==> src/hw/rtl/spq_pkg.sv <==
// Shared types and codes for the sorted priority queue.
package spq_pkg;

   localparam int KEY_W = 32;

   // action codes
   localparam logic [1:0] ACT_INSERT   = 2'd0;
   localparam logic [1:0] ACT_DELETE   = 2'd1;
   localparam logic [1:0] ACT_INCREASE = 2'd2;

   // status codes
   localparam logic [2:0] STATUS_OK          = 3'd0;
   localparam logic [2:0] STATUS_EMPTY       = 3'd1;
   localparam logic [2:0] STATUS_NOT_FOUND   = 3'd2;
   localparam logic [2:0] STATUS_NOT_GREATER = 3'd3;
   localparam logic [2:0] STATUS_FULL        = 3'd4;

   localparam logic signed [KEY_W-1:0] KEY_MIN = 32'h8000_0000;

   typedef struct packed {
      logic [1:0]              action;
      logic signed [KEY_W-1:0] key_value;
      logic signed [KEY_W-1:0] new_key_value;
   } req_type;

   typedef struct packed {
      logic [2:0]              status;
      logic signed [KEY_W-1:0] min_key;
      logic                    is_empty;
      logic [4:0]              entry_count;
   } rsp_type;

   typedef enum logic [1:0] {
      CELL_HOLD   = 2'd0,
      CELL_INSERT = 2'd1,
      CELL_REMOVE = 2'd2
   } cell_op_type;

   // command broadcast to every cell of the chain
   typedef struct packed {
      cell_op_type             op;
      logic signed [KEY_W-1:0] key;
   } cell_cmd_type;

   // compare results a cell reports against the broadcast key
   typedef struct packed {
      logic gt;
      logic eq;
   } cell_flags_type;

endpackage

==> src/hw/rtl/spq_cell.sv <==
// One compare-and-shift cell of the sorted key chain.
module spq_cell
   import spq_pkg::*;
(
   input  logic                    clock,
   input  cell_cmd_type            cmd,
   input  logic                    occupied,
   input  logic                    at_end,
   input  logic signed [KEY_W-1:0] left_key,
   input  logic                    left_gt,
   input  logic signed [KEY_W-1:0] right_key,
   output logic signed [KEY_W-1:0] key,
   output cell_flags_type          flags
);

   logic signed [KEY_W-1:0] key_ff;
   logic signed [KEY_W-1:0] key_in;
   logic                    gt;
   logic                    eq;

   assign gt    = occupied && (key_ff > cmd.key);
   assign eq    = occupied && (key_ff == cmd.key);
   assign key   = key_ff;
   assign flags = '{gt: gt, eq: eq};

   always_comb begin
      key_in = key_ff;
      case (cmd.op)
         CELL_INSERT: begin
            // shift right behind the new key, or take it at its slot
            if (gt || at_end) begin
               key_in = left_gt ? left_key : cmd.key;
            end
         end
         CELL_REMOVE: begin
            // close the gap from the right
            if (gt || eq) begin
               key_in = right_key;
            end
         end
         default: key_in = key_ff;
      endcase
   end

   always_ff @(posedge clock) begin
      key_ff <= key_in;
   end

endmodule

==> src/hw/rtl/sorted_priority_queue.sv <==
// An action runs in EXEC (then REINSERT for a successful increase-key), and its reply is
// loaded in DONE from the updated chain once the output register is free. A new action
// is taken only from IDLE or DONE, so the block finishes one action before the next.
// Reset clears the count, the control state and the result valid; cell keys are not
// cleared and are only read below the count.
// Top level of the sorted min priority queue built from a chain of cells.
module sorted_priority_queue
   import spq_pkg::*;
#(
   parameter int DEPTH = 16
)
(
   input  logic    clock,
   input  logic    reset,
   input  logic    req_valid,
   output logic    req_ready,
   input  req_type req_payload,
   output logic    rsp_valid,
   input  logic    rsp_ready,
   output rsp_type rsp_payload
);

   localparam int CW = $clog2(DEPTH + 1);

   typedef enum logic [3:0] {
      ST_IDLE     = 4'b0001,
      ST_EXEC     = 4'b0010,
      ST_REINSERT = 4'b0100,
      ST_DONE     = 4'b1000
   } fsm_state_type;

   fsm_state_type state_ff, state_in;
   logic [CW-1:0] count_ff, count_in;
   req_type       req_ff, req_in;
   logic [2:0]    status_ff, status_in;
   logic          rsp_valid_ff, rsp_valid_in;
   rsp_type       rsp_ff, rsp_in;

   cell_cmd_type            cell_cmd;
   logic signed [KEY_W-1:0] cell_key   [DEPTH];
   cell_flags_type          cell_flags [DEPTH];
   logic [DEPTH-1:0]        eq_vec;
   logic [DEPTH-1:0]        gt_vec;

   logic          found;
   logic          full;
   logic          empty;
   logic          slot_free;
   logic [CW+4:0] count_ext;

   // Chain of cells: each sees its neighbors' keys and the broadcast command.
   for (genvar i = 0; i < DEPTH; i++) begin : g_cell
      logic signed [KEY_W-1:0] left_key;
      logic                    left_gt;
      logic signed [KEY_W-1:0] right_key;

      if (i == 0) begin : g_first
         assign left_key = KEY_MIN;
         assign left_gt  = 1'b0;
      end else begin : g_inner
         assign left_key = cell_key[i-1];
         assign left_gt  = gt_vec[i-1];
      end

      if (i == DEPTH - 1) begin : g_last
         assign right_key = cell_key[i];
      end else begin : g_body
         assign right_key = cell_key[i+1];
      end

      spq_cell u_cell (
         .clock     (clock),
         .cmd       (cell_cmd),
         .occupied  (count_ff > CW'(i)),
         .at_end    (count_ff == CW'(i)),
         .left_key  (left_key),
         .left_gt   (left_gt),
         .right_key (right_key),
         .key       (cell_key[i]),
         .flags     (cell_flags[i])
      );

      assign eq_vec[i] = cell_flags[i].eq;
      assign gt_vec[i] = cell_flags[i].gt;
   end

   assign found     = |eq_vec;
   assign full      = (count_ff == CW'(DEPTH));
   assign empty     = (count_ff == '0);
   assign slot_free = !rsp_valid_ff || rsp_ready;
   assign count_ext = {5'b0, count_ff};

   // Accept from idle, or straight out of the reply cycle when the output slot frees.
   assign req_ready = (state_ff == ST_IDLE) || ((state_ff == ST_DONE) && slot_free);

   always_comb begin
      state_in     = state_ff;
      count_in     = count_ff;
      req_in       = req_ff;
      status_in    = status_ff;
      rsp_in       = rsp_ff;
      rsp_valid_in = rsp_valid_ff && !rsp_ready;

      // The broadcast key depends only on state and action, never on the compare flags.
      cell_cmd.op = CELL_HOLD;
      if (state_ff == ST_REINSERT) begin
         cell_cmd.key = req_ff.new_key_value;
      end else if (req_ff.action == ACT_DELETE) begin
         // every stored key is at least the minimum, so the whole chain moves left
         cell_cmd.key = KEY_MIN;
      end else begin
         cell_cmd.key = req_ff.key_value;
      end

      unique case (state_ff)
         ST_IDLE: begin
            if (req_valid) begin
               req_in   = req_payload;
               state_in = ST_EXEC;
            end
         end
         ST_EXEC: begin
            status_in = STATUS_OK;
            state_in  = ST_DONE;
            case (req_ff.action)
               ACT_INSERT: begin
                  if (full) begin
                     status_in = STATUS_FULL;
                  end else begin
                     cell_cmd.op = CELL_INSERT;
                     count_in    = count_ff + CW'(1);
                  end
               end
               ACT_DELETE: begin
                  if (empty) begin
                     status_in = STATUS_EMPTY;
                  end else begin
                     cell_cmd.op = CELL_REMOVE;
                     count_in    = count_ff - CW'(1);
                  end
               end
               ACT_INCREASE: begin
                  if (empty) begin
                     status_in = STATUS_EMPTY;
                  end else if (!found) begin
                     status_in = STATUS_NOT_FOUND;
                  end else if (!(req_ff.new_key_value > req_ff.key_value)) begin
                     status_in = STATUS_NOT_GREATER;
                  end else begin
                     // drop the first match now, place the new key next cycle
                     cell_cmd.op = CELL_REMOVE;
                     count_in    = count_ff - CW'(1);
                     state_in    = ST_REINSERT;
                  end
               end
               default: status_in = STATUS_OK;
            endcase
         end
         ST_REINSERT: begin
            cell_cmd.op = CELL_INSERT;
            count_in    = count_ff + CW'(1);
            state_in    = ST_DONE;
         end
         ST_DONE: begin
            // hold here until the output register is free, then load the reply
            if (slot_free) begin
               rsp_valid_in       = 1'b1;
               rsp_in.status      = status_ff;
               rsp_in.min_key     = empty ? '0 : cell_key[0];
               rsp_in.is_empty    = empty;
               rsp_in.entry_count = count_ext[4:0];
               if (req_valid) begin
                  req_in   = req_payload;
                  state_in = ST_EXEC;
               end else begin
                  state_in = ST_IDLE;
               end
            end
         end
         default: state_in = ST_IDLE;
      endcase
   end

   always_ff @(posedge clock) begin
      if (reset) begin
         state_ff     <= ST_IDLE;
         count_ff     <= '0;
         rsp_valid_ff <= 1'b0;
      end else begin
         state_ff     <= state_in;
         count_ff     <= count_in;
         rsp_valid_ff <= rsp_valid_in;
      end
   end

   always_ff @(posedge clock) begin
      req_ff    <= req_in;
      status_ff <= status_in;
      rsp_ff    <= rsp_in;
   end

   assign rsp_valid   = rsp_valid_ff;
   assign rsp_payload = rsp_ff;

   // Stored keys must stay in ascending order across the occupied cells.
   logic [DEPTH-2:0] order_ok;
   always_comb begin
      for (int i = 0; i < DEPTH - 1; i++) begin
         order_ok[i] = (count_ff <= CW'(i + 1)) || (cell_key[i] <= cell_key[i+1]);
      end
   end

   a_count_bound: assert property (@(posedge clock) disable iff (reset)
      count_ff <= CW'(DEPTH))
      else $error("stored count exceeds depth");

   a_sorted: assert property (@(posedge clock) disable iff (reset)
      &order_ok)
      else $error("cell chain out of order");

   a_insert_count: assert property (@(posedge clock) disable iff (reset)
      cell_cmd.op == CELL_INSERT |=> count_ff == $past(count_ff) + CW'(1))
      else $error("insert did not advance count");

   a_remove_count: assert property (@(posedge clock) disable iff (reset)
      cell_cmd.op == CELL_REMOVE |=> count_ff == $past(count_ff) - CW'(1))
      else $error("remove did not drop count");

   a_accept_exec: assert property (@(posedge clock) disable iff (reset)
      req_valid && req_ready |=> state_ff == ST_EXEC)
      else $error("accepted transfer not executed");

endmodule

==> config.mk <==
export PLATFORM = sky130hd
export DESIGN_NAME = sorted_priority_queue
export DESIGN_NICKNAME = d
export VERILOG_FILES = /design/src/hw/rtl/spq_pkg.sv /design/src/hw/rtl/spq_cell.sv /design/src/hw/rtl/sorted_priority_queue.sv
export SDC_FILE = /design/constraint.sdc
export NUM_CORES = 2
export LEC_CHECK = 0
export ABC_AREA = 1
export BUFFER_PORTS_ARGS = -buffer_cell sky130_fd_sc_hd__buf_4
export CAP_MARGIN = 20
export CORE_ASPECT_RATIO = 1.2
export CORE_UTILIZATION = 43
export CTS_BUF_LIST = sky130_fd_sc_hd__clkbuf_8 sky130_fd_sc_hd__clkbuf_16
export CTS_CLUSTER_DIAMETER = 40
export DETAILED_ROUTE_END_ITERATION = 16
export HOLD_SLACK_MARGIN = 0.15
export SLEW_MARGIN = 20
export SYNTH_ARGS = -nofsm -noshare
export SYNTH_HDL_FRONTEND = slang
export SYNTH_HIERARCHICAL = 1
export SYNTH_SLANG_ARGS = --single-unit
==> constraint.sdc <==
create_clock -name clock -period 8.9 [get_ports clock]
set_input_delay 0.89 -clock clock [delete_from_list [all_inputs] [get_ports clock]]
set_output_delay 0.89 -clock clock [all_outputs]
set_load 0.1 [all_outputs]
==> run_results.csv <==
group,metric,value,unit
floorplanning,die-area,0.112,mm²
finish,insertedDiodeCount,0,
job,cap_violations,0,
route,drt_iter0_drc,3040,
synth,post_synth_instance_area,0.0475,mm²
worst_setup_path,setup.reg_to_reg.worst_slack,1.82,ns
finish,syn2layout_area_growth,14.7,%
power,power.static_leakage,22.7,nW
grt,grtUsageTotal,26.3,%
timing,finalCritPeriodShare,79.6,%
worst_setup_path,worstReg2RegStart,"state_ff[1]",
route,detail_route.vias_per_cell,5.50,
finish,layout-drive-gt1-share,11.0,%
worst_setup_path,worstSetupStartpoint,"state_ff[1]",
grt,grt_max_degree,67,
run_status,status,"finished, final reports clean",
grt,grt_pass1_vias,38600,
route,drt_wl_total,150,mm
clocking,cts_hold_buf,0,
timing,fmax,141,MHz
finish,multi_input_comb_area,0.0249,mm²
timing,timing.final.hold_violations,0,
placement,detailed_place_hpwl,109,mm
timing,fin_skew,0.0371,ns
synth,post_synthesis_cell_count,5497,
finish,finish.utilization,49.7,%
clocking,worstSkewPairLatency,0.72,ns
worst_setup_path,largest_stage_delay_worst_path,0.79,ns
finish,sequential_area,0.0189,mm²
clocking,clk_pin_slew,0.06,ns
timing,worstMarginPinSlew,1.22,ns
worst_setup_path,worst_r2r_endpoint,"g_cell[15].u_cell/key[29]",
grt,global_route.overflow_total,0,
floorplanning,io_pins,113,
worst_setup_path,critPathMostFrequentCell,"sky130_fd_sc_hd__nor2_1",
worst_setup_path,start_kind,"register",
timing,timing.final.crit_period,7.08,ns
timing,slew_headroom,18.5,%
clocking,tritoncts_clock_tree,"yes",
timing,timing_max_transition_violations_final,0,
synth,synthesis.area_per_instance,8.63,µm²
floorplanning,floorplan.die.width,305,µm
clocking,htree_levels,3,
route,dr_total_vias,39100,
timing,final_sum_of_negative_setup_slack,0,ns
worst_setup_path,rr_worst_depth,30,
worst_hold_path,holdPathStages,1,
floorplanning,die_height,366,µm
worst_hold_path,hold_path_class,"in -> reg",
route,drc,0,
synth,synthesis.yosys.warnings,6,
worst_hold_path,min_delay_worst_endpoint,"req_ff[28]",
route,detail-route-antenna-nets,0,
finish,num-nets-final,6202,
worst_hold_path,hold_path.startpoint,"req_payload[28]",
finish,fill_cells,10500,
worst_setup_path,path_max_fanout,62,
worst_setup_path,cp_data_required_time,9.36,ns
route,detailedRoute.firstPassIterationCount,6,
timing,unrepaired_setup_endpoints_after_global_routing,"false",
worst_setup_path,timing.critical_path.to_type,"register",
clocking,number_of_buffers_created_by_cts,118,
worst_setup_path,slowest_stage,"sky130_fd_sc_hd__clkinv_2",
floorplanning,initial_util,43.3,%
placement,gp_congestion,0.880,
clocking,post_cts.repair.setup_buffers,0,
clocking,clockRootBuffer,"sky130_fd_sc_hd__clkbuf_16",
clocking,cts.path.max_buffers,3,
worst_setup_path,arrival_time_of_data_at_the_critical_path_endpoint,7.54,ns
grt,antenna_violations_before_repair,3,
placement,port_buffers,112,
clocking,cts.repair.resized,0,
timing,timing.final.setup_violations,0,
power,cellPowerDensity,178,mW/mm²
route,post_dr_wirelength_cell,21.1,µm
floorplanning,placement_rows,133,
power,maximum_vdd_ir_drop,0.175,mV
grt,grt_first_pass_wirelength,226,mm
worst_setup_path,critical_path_class,"reg -> reg",
floorplanning,core_region_area,0.109,mm²
clocking,cts_num_sinks,632,
==> state kept, by name (all words and copies together), names as in the netlist <==
register,cells
g_cell.u_cell/key,512
rsp_payload,41
state_ff,4
count_ff,5
req_ff,66
status_ff,3
rsp_valid,1
==> worst max-delay path, delay by kind of cell (launching register included) <==
family | cells | cell delay [ns]
buffers and inverters | 8 | 2.39
adder cells (fa/ha/maj) | 1 | 0.33
AND/OR/NAND/NOR | 18 | 3.03
AO/OA/AOI/OAI | 3 | 0.64
flip-flops | 1 | 0.32
==> layout make-up <==
type / instances / area share (%)
clock buffers: 119 / 5.47
multi-input cells: 3765 / 45.7
well taps: 1417 / 3.26
repair buffers: 187 / 2.93
clock inverters: 103 / 1.95
inverters: 875 / 6.05
flip-flops and latches: 632 / 34.7
==> report_power, final <==
part / internal (mW) / switching (mW)
Sequential: 3.39 / 0.0369
Clock: 2.93 / 1.65
Combinational: 0.669 / 1.04
Total: 6.99 / 2.73
==> how the worst max path moves through the flow <==
stage                                     end  slack [ns]
floorplan                           req_ff[0]        2.73
global placement    g_cell[14].u_cell/key[27]        2.02
detailed placement   g_cell[13].u_cell/key[7]        1.95
CTS                  g_cell[13].u_cell/key[2]        1.89
global route        g_cell[15].u_cell/key[23]        1.31
finish              g_cell[15].u_cell/key[29]        1.82
==> layout by cell type, fill, tap and decap left out, types with 3 or more instances in the layout <==
master	count
sky130_fd_sc_hd__nand2_1	1301
sky130_fd_sc_hd__inv_1	812
sky130_fd_sc_hd__edfxtp_1	622
sky130_fd_sc_hd__ha_1	552
sky130_fd_sc_hd__o21a_1	515
sky130_fd_sc_hd__o211ai_1	497
sky130_fd_sc_hd__nor2_1	244
sky130_fd_sc_hd__a21oi_1	243
sky130_fd_sc_hd__buf_4	174
sky130_fd_sc_hd__clkbuf_16	119
sky130_fd_sc_hd__o21ai_0	73
sky130_fd_sc_hd__nand3_1	62
sky130_fd_sc_hd__inv_2	51
sky130_fd_sc_hd__clkinv_1	35
sky130_fd_sc_hd__nand2_2	34
sky130_fd_sc_hd__conb_1	33
sky130_fd_sc_hd__o31ai_4	30
sky130_fd_sc_hd__clkinv_2	27
sky130_fd_sc_hd__nor2_2	22
sky130_fd_sc_hd__nand4_1	19
sky130_fd_sc_hd__nor2_4	18
sky130_fd_sc_hd__a21o_1	18
sky130_fd_sc_hd__nand3_2	17
sky130_fd_sc_hd__bufinv_16	17
sky130_fd_sc_hd__nand4_2	16
sky130_fd_sc_hd__o21a_2	16
sky130_fd_sc_hd__clkinvlp_4	12
sky130_fd_sc_hd__a21oi_4	12
sky130_fd_sc_hd__inv_6	11
sky130_fd_sc_hd__dfxtp_1	10
sky130_fd_sc_hd__nor3_1	9
sky130_fd_sc_hd__a21oi_2	9
sky130_fd_sc_hd__clkinv_4	7
sky130_fd_sc_hd__buf_16	6
sky130_fd_sc_hd__o21ai_1	4
sky130_fd_sc_hd__buf_12	4
sky130_fd_sc_hd__nand2_4	3
sky130_fd_sc_hd__nor4_1	3
sky130_fd_sc_hd__xor2_1	3
sky130_fd_sc_hd__buf_8	3
==> per-layer routing <==
layer  wire length [µm]  GRT usage [%]  part of all wire [%]
met3               7540           3.36                   5.0
met4               7080           12.7                   4.7
met2              73800           46.0                    49
met5                 11              0                0.0073
met1              61500           31.9                    41
==> stage by stage <==
stage,hold slack (ns),cell area (µm²),cells,power (mW),setup slack (ns)
2_1_floorplan,0.400,47600,5528,4.66,2.73
3_3_place_gp,0.427,50100,6864,5.12,2.02
3_5_place_dp,0.437,50100,6866,5.16,1.95
4_1_cts,0.302,54200,7088,9.76,1.89
5_1_grt,0.315,54400,7098,10.1,1.31
6_report,0.347,54400,7098,9.71,1.82
No activity file was read; power rests on OpenSTA's default activity.
